## config.mk

```make
export PLATFORM = sky130hd
export DESIGN_NAME = bce_div
export DESIGN_NICKNAME = d
export VERILOG_FILES = /design/src/rtl/bce_div.sv
export SDC_FILE = /design/constraint.sdc
export NUM_CORES = 1
export LEC_CHECK = 0
export BUFFER_PORTS_ARGS = -buffer_cell sky130_fd_sc_hd__buf_2
export CORE_MARGIN = 3
export CORE_UTILIZATION = 50
export CTS_BUF_LIST = sky130_fd_sc_hd__clkbuf_8
export DETAILED_ROUTE_END_ITERATION = 16
export GPL_TIMING_DRIVEN = 0
export HOLD_SLACK_MARGIN = 0.05
export PLACE_DENSITY = 0.71
export SLEW_MARGIN = 25
export SYNTH_ARGS = -nofsm -noshare
export SYNTH_HDL_FRONTEND = slang
export SYNTH_SLANG_ARGS = --single-unit
export TNS_END_PERCENT = 100
```

## constraint.sdc

```tcl
create_clock -name aclk -period 11.7 [get_ports aclk]
set_input_delay 2.34 -clock aclk [delete_from_list [all_inputs] [get_ports aclk]]
set_output_delay 2.34 -clock aclk [all_outputs]
set_load 0.03 [all_outputs]
```

## src/rtl/bce_div.sv

```systemverilog
module bce_div #(
    parameter int NUM_W = 37,
    parameter int DEN_W = 8,
    parameter int STEP  = 4
) (
    input  logic             aclk,
    input  logic             aresetn,
    input  logic             start,
    input  logic [NUM_W-1:0] num,
    input  logic [DEN_W-1:0] den,
    output logic             done,
    output logic [NUM_W-1:0] quo
);

    localparam int ITER  = (NUM_W + STEP - 1) / STEP;
    localparam int PAD_W = ITER * STEP;
    localparam int CNT_W = $clog2(ITER + 1);

    logic             busy_reg;
    logic             done_reg;
    logic [CNT_W-1:0] cnt_reg;
    logic [PAD_W-1:0] shf_reg, shf_next;
    logic [DEN_W-1:0] rem_reg, rem_next;
    logic [DEN_W-1:0] den_reg;

    // restoring division, STEP quotient bits per cycle
    always_comb begin
        logic [DEN_W:0] part;
        rem_next = rem_reg;
        shf_next = shf_reg;
        for (int i = 0; i < STEP; i++) begin
            part     = {rem_next, shf_next[PAD_W-1]};
            shf_next = {shf_next[PAD_W-2:0], 1'b0};
            if (part >= {1'b0, den_reg}) begin
                rem_next    = DEN_W'(part - {1'b0, den_reg});
                shf_next[0] = 1'b1;
            end else begin
                rem_next = part[DEN_W-1:0];
            end
        end
    end

    always_ff @(posedge aclk) begin
        if (!aresetn) begin
            busy_reg <= 1'b0;
            done_reg <= 1'b0;
            cnt_reg  <= '0;
        end else begin
            done_reg <= 1'b0;
            if (start) begin
                busy_reg <= 1'b1;
                cnt_reg  <= '0;
            end else if (busy_reg) begin
                if (cnt_reg == CNT_W'(ITER - 1)) begin
                    busy_reg <= 1'b0;
                    done_reg <= 1'b1;
                end else begin
                    cnt_reg <= cnt_reg + 1'b1;
                end
            end
        end
    end

    always_ff @(posedge aclk) begin
        if (start) begin
            shf_reg <= PAD_W'(num);
            rem_reg <= '0;
            den_reg <= den;
        end else if (busy_reg) begin
            shf_reg <= shf_next;
            rem_reg <= rem_next;
        end
    end

    assign done = done_reg;
    assign quo  = shf_reg[NUM_W-1:0];

endmodule

```

[Yosys cells after proc, flatten, opt, wreduce, memory -nomap -nowiden]
Cells that the tools add are included.
Word-level totals
  output and inout bits: 38
  word-level logic and storage cells: 38
  bits of input ports: 48
  bits in registers: 62
Cells by class
  muxes and demuxes: 14
  reduce and logical (&&, ||, !) cells: 4
  order comparisons: 4
  add/sub/neg operators: 5
  eq/ne operators: 1
  bitwise gates (word level): 3
Operators with widths (number)
  2-to-1 mux 37 bit: 2
  greater-or-equal comparator 9 x 8 -> 1 bit: 4
  2-to-1 mux 8 bit: 4
  subtractor 8 bit: 4
  2-to-1 mux 1 bit: 8
  adder 4 x 1 -> 4 bit, second input constant: 1
  == test 4 bit, second input constant: 1
  NOT 1 bit: 3
  OR reduction 3 bit: 1
  AND reduction 2 bit: 1
  nonzero test 2 bit: 1
  OR reduction 2 bit: 1

[Longest topological paths before layout]
  depth after elaboration: 10
  gate-level depth with buffers: 35
  mapped depth without buffers: 33

[Worst setup path after synthesis]
Ideal clock, no wire load.
  path kind: reg-to-reg
  from: reg den_reg[1]
  to: reg rem_reg[1]
  library setup time: 137 ps
  arrival: 7005 ps
  buffers on the path: 2
  required time: 11563 ps
  cell stages (with the launch flop): 35
  path slack: 4558 ps
  clock period less this slack: 7142 ps
  cell sequence: edfxtp_1 inv_1 ha_1 nand2b_1 a21oi_2 o221ai_1 nand2_1 o21ai_0 inv_1 ha_1 nor2b_1 o2111ai_1 a31oi_1 nand2_1 and3_1 buf_4 mux2_2 ha_1 or2_2 a21oi_1 a31oi_1 nand2_1 o311a_4 buf_2 mux2i_1 ha_1 nor2b_1 o21ai_0 a21boi_0 o21ai_0 a211o_1 a21oi_1 a211oi_4 mux2i_1 a211oi_1
Between the ends
  cells in the longest elaborated chain, start to end: 8
  elaborated cells between the ends (all ways): 12
  classes of those cells: add/sub: 4; order compare: 4; mux: 4
Ends and longest elaborated chain
  start: declaration: RTL line 24  | logic [DEN_W-1:0] den_reg;
  start signal: assignment: RTL line 68  | den_reg <= den;
  subtractor 8 bit or greater-or-equal comparator 9 x 8 -> 1 bit (tied branches): RTL line 35, 34
  2-to-1 mux 8 bit: RTL line 34  | if (part >= {1'b0, den_reg}) begin
  subtractor 8 bit or greater-or-equal comparator 9 x 8 -> 1 bit (tied branches): RTL line 35, 34
  2-to-1 mux 8 bit: RTL line 34
  greater-or-equal comparator 9 x 8 -> 1 bit or subtractor 8 bit (tied branches): RTL line 34, 35
  2-to-1 mux 8 bit: RTL line 34
  subtractor 8 bit or greater-or-equal comparator 9 x 8 -> 1 bit (tied branches): RTL line 35, 34
  2-to-1 mux 8 bit *: RTL line 34
  end signal: assignment: RTL line 71  | rem_reg <= rem_next;
  end: declaration: RTL line 23  | logic [DEN_W-1:0] rem_reg, rem_next;
Mark *: on every way between the ends. The rest lies on a longest branch, timed or not.
A chain may end at the register's enable or synchronous reset.

[Worst setup path in the final report]
Ends and elaborated chain as after synthesis.

==> flow_metrics.py <==
metrics = {
    "timing": {
        "setup_violations": 0,
        "period_share_pct": 74.6,
        "slew_headroom_pct": 40.4,
        "max_freq_mhz": 115,
        "min_period_ns": 8.73,
        "clock_skew_ns": 0.00906,
        "rsz0062_at_grt": "false",
        "finalHoldViolCount": 0,
        "tightestPinTransition_ns": 0.894,
        "fin_tns_setup_ns": 0,
        "slew_violations": 0,
    },
    "logic_synthesis": {
        "ys_seq_area_share_pct": 37.4,
        "synth_edf_count": 45,
        "synth-simple-area-share_pct": 10.9,
        "ys_seq_elements": 62,
        "synth_compound_area_share_pct": 11.7,
        "syn-num-nets": 513,
        "synth_fa_ha_area_share_pct": 11.2,
        "yosysTopAreaCell": "edfxtp_1",
        "synth.distinct_cells": 55,
        "synth.area.mux_share_pct": 15.5,
        "netlist_area_sq_um": 4520,
        "synth_top_area_share_pct": 29.9,
        "synth_area_leaders": "edfxtp_1 30%, mux2_2 12%, ha_1 9.4%",
        "synthArstFlopShare_pct": 0,
        "synthFlopType": "edfxtp_1",
        "syn_inst": 427,
        "synth_top_family_by_area": "multiplexers",
        "ys_warn_count": 0,
        "synth_xor_area_share_pct": 3.87,
        "syn_area_per_cell_sq_um": 10.6,
    },
    "finish": {
        "layoutNonFillerInstCount": 636,
        "drive_above_1_share_pct": 37.7,
        "syn2layout_area_growth_pct": 16.6,
        "nets": 609,
        "largest_reg_flops": 40,
        "num_antenna_cells": 0,
    },
    "place": {
        "port_buffers": 85,
        "hpwl_microns": 8100,
        "place_congestion": 0.949,
        "placed_cells": 620,
    },
    "critical_path": {
        "path_delay_family": "compound AO/OA/AOI/OAI gates",
        "critPathMostFrequentCell": "ha_1",
        "critical_path.endpoint_type": "flip-flop",
        "path_max_fanout": 10,
        "crit_buf_inv": 4,
        "worstSetupStartpointType": "flip-flop",
        "cpPeakStageDelay_ns": 0.55,
        "critPathRequiredTime_ns": 11.89,
        "slowest_stage": "a211oi_4",
        "worstSetupPathType": "reg2reg",
        "arrival_ns": 8.92,
    },
    "global_route": {
        "grt_pass1_wl_microns": 16400,
        "antenna_found_initial": 0,
        "grt-ovfl-total": 0,
        "grt_pass1_vias": 3357,
        "grt_max_degree": 38,
        "grt_use_total_pct": 20.9,
    },
    "route": {
        "top_layer": "met4",
        "met2_wirelength_microns": 4780,
        "wl_met1_microns": 4540,
        "drt-initial-drc-count": 81,
        "drt-total-wl_microns": 10200,
        "wl_per_cell_microns": 16.1,
        "drc": 0,
        "postRouteAntennaNets": 0,
        "vias": 3422,
        "drt-vias-per-instance": 5.38,
        "wl_met3_microns": 680,
        "firstDrtPassIters": 4,
    },
    "clock_tree": {
        "clk_latency_ns": 0.34,
        "ctsResizeCount": 0,
        "cts.sinks": 62,
        "postCtsSetupBuffers": 0,
        "path_clk_slew_ns": 0.07,
        "cts_tree": "yes",
        "h-tree-depth": 3,
        "numCtsBuffers": 9,
        "clock-root-buffer": "clkbuf_8",
        "clockBufferDepth": 2,
        "cts_hold_buf": 0,
    },
    "job": {
        "max-cap-violations": 0,
    },
    "floorplan": {
        "rows": 34,
        "die_area_sq_um": 10200,
        "die_height_microns": 101,
        "die_x_microns": 101,
        "floorplan.initialDensity_pct": 51.6,
        "fp.coreArea_sq_um": 8760,
        "ios": 86,
    },
    "run_status": {
        "status": "complete, no violations",
    },
    "worst_hold_path": {
        "hold_path_class": "reg2reg",
    },
}
layout make-up:
type,instances,area [sq um]
clock buffer,9,124
buffer,48,324
fill,746,3490
sequential,62,1690
multi-input combinational,289,2400
inverter,28,105
timing repair buffer,85,425
tap,108,135
clock inverter,7,65.1
path summary, 6_finish.rpt:
| kind | to | cells after the start | slack (ns) | from |
|---|---|---|---|---|
| max | rem_reg[1] | 32 | 2.97 | den_reg[1] |
| min reg2reg | shf_reg[38] | 2 | 0.51 | shf_reg[38] |
| min | shf_reg[38] | 2 | 0.51 | shf_reg[38] |
| max reg2reg | rem_reg[1] | 32 | 2.97 | den_reg[1] |
cell families (layout without fill, tap and decap cells):
| family | Yosys count | in the layout |
|---|---|---|
| xor gates and xnor gates | 20 | 20 |
| DFF | 62 | 62 |
| AOI/OAI and AO/OA | 70 | 70 |
| muxes | 64 | 64 |
| adders and majority gates | 38 | 38 |
| buffers and inverters | 76 | 177 |
| and+or+nand+nor | 97 | 97 |
tightest hold or removal path, stage by stage, from the launching register on:
cell,delay (ns)
dfxtp_1,0.33
mux2i_1,0.07
nor2_1,0.07
cells in the final DEF, fill, tap and decap left out, types with 4 or more instances in the layout:
master / synthesis / layout
buf_2: 1 / 86
mux2_2: 47 / 47
edfxtp_1: 45 / 45
buf_4: 38 / 38
ha_1: 34 / 34
nor2_1: 30 / 30
inv_1: 28 / 28
nand2_1: 19 / 19
mux2i_1: 17 / 17
dfxtp_1: 17 / 17
xnor2_1: 15 / 15
a211oi_1: 14 / 14
a21oi_1: 9 / 9
o21ai_0: 9 / 9
clkbuf_8: 0 / 9
clkbuf_1: 8 / 8
nand3_1: 7 / 7
nor3_1: 7 / 7
o21a_1: 6 / 6
nor2b_1: 6 / 6
a21o_1: 5 / 5
a31oi_1: 5 / 5
xor2_1: 5 / 5
nand2b_1: 4 / 4
or2_2: 4 / 4
fa_1: 4 / 4
clkinv_2: 0 / 4
cell usage after synthesis, types with 3 or more instances:
library cell / number
a21oi_1: 9
a21o_1: 5
mux2i_1: 17
nor2b_1: 6
inv_1: 28
a31oi_1: 5
mux2_2: 47
dfxtp_1: 17
nand4_1: 3
clkbuf_1: 8
nand2b_1: 4
or2_2: 4
nor3b_1: 3
xnor2_1: 15
xor2_1: 5
and2_1: 3
nand2_1: 19
nand3_1: 7
buf_4: 38
o21ai_0: 9
nor3_1: 7
a211oi_1: 14
edfxtp_1: 45
nor2_1: 30
fa_1: 4
o21a_1: 6
ha_1: 34
and3_1: 3
per-layer routing:
layer	track usage, %	vias to the layer above
li1	-	1712
met1	26.6	1605
met2	33.1	91
met3	6.51	14
met4	8.38	0
met5	0	-
through the flow:
stage	area, sq um	setup WS, ns	utilization, %	hold WS [ns]
4_1_cts	5270	3.00	60.2	0.505
6_report	5270	2.97	60.2	0.507
5_1_grt	5270	2.25	60.2	0.535
3_5_place_dp	5080	3.06	58.0	0.493
2_1_floorplan	4520	4.56	-	0.460
3_3_place_gp	5080	3.11	58.0	0.478
Power is not shown: default switching activity piles up to over one toggle a cycle in this logic, so the estimate is an artifact.
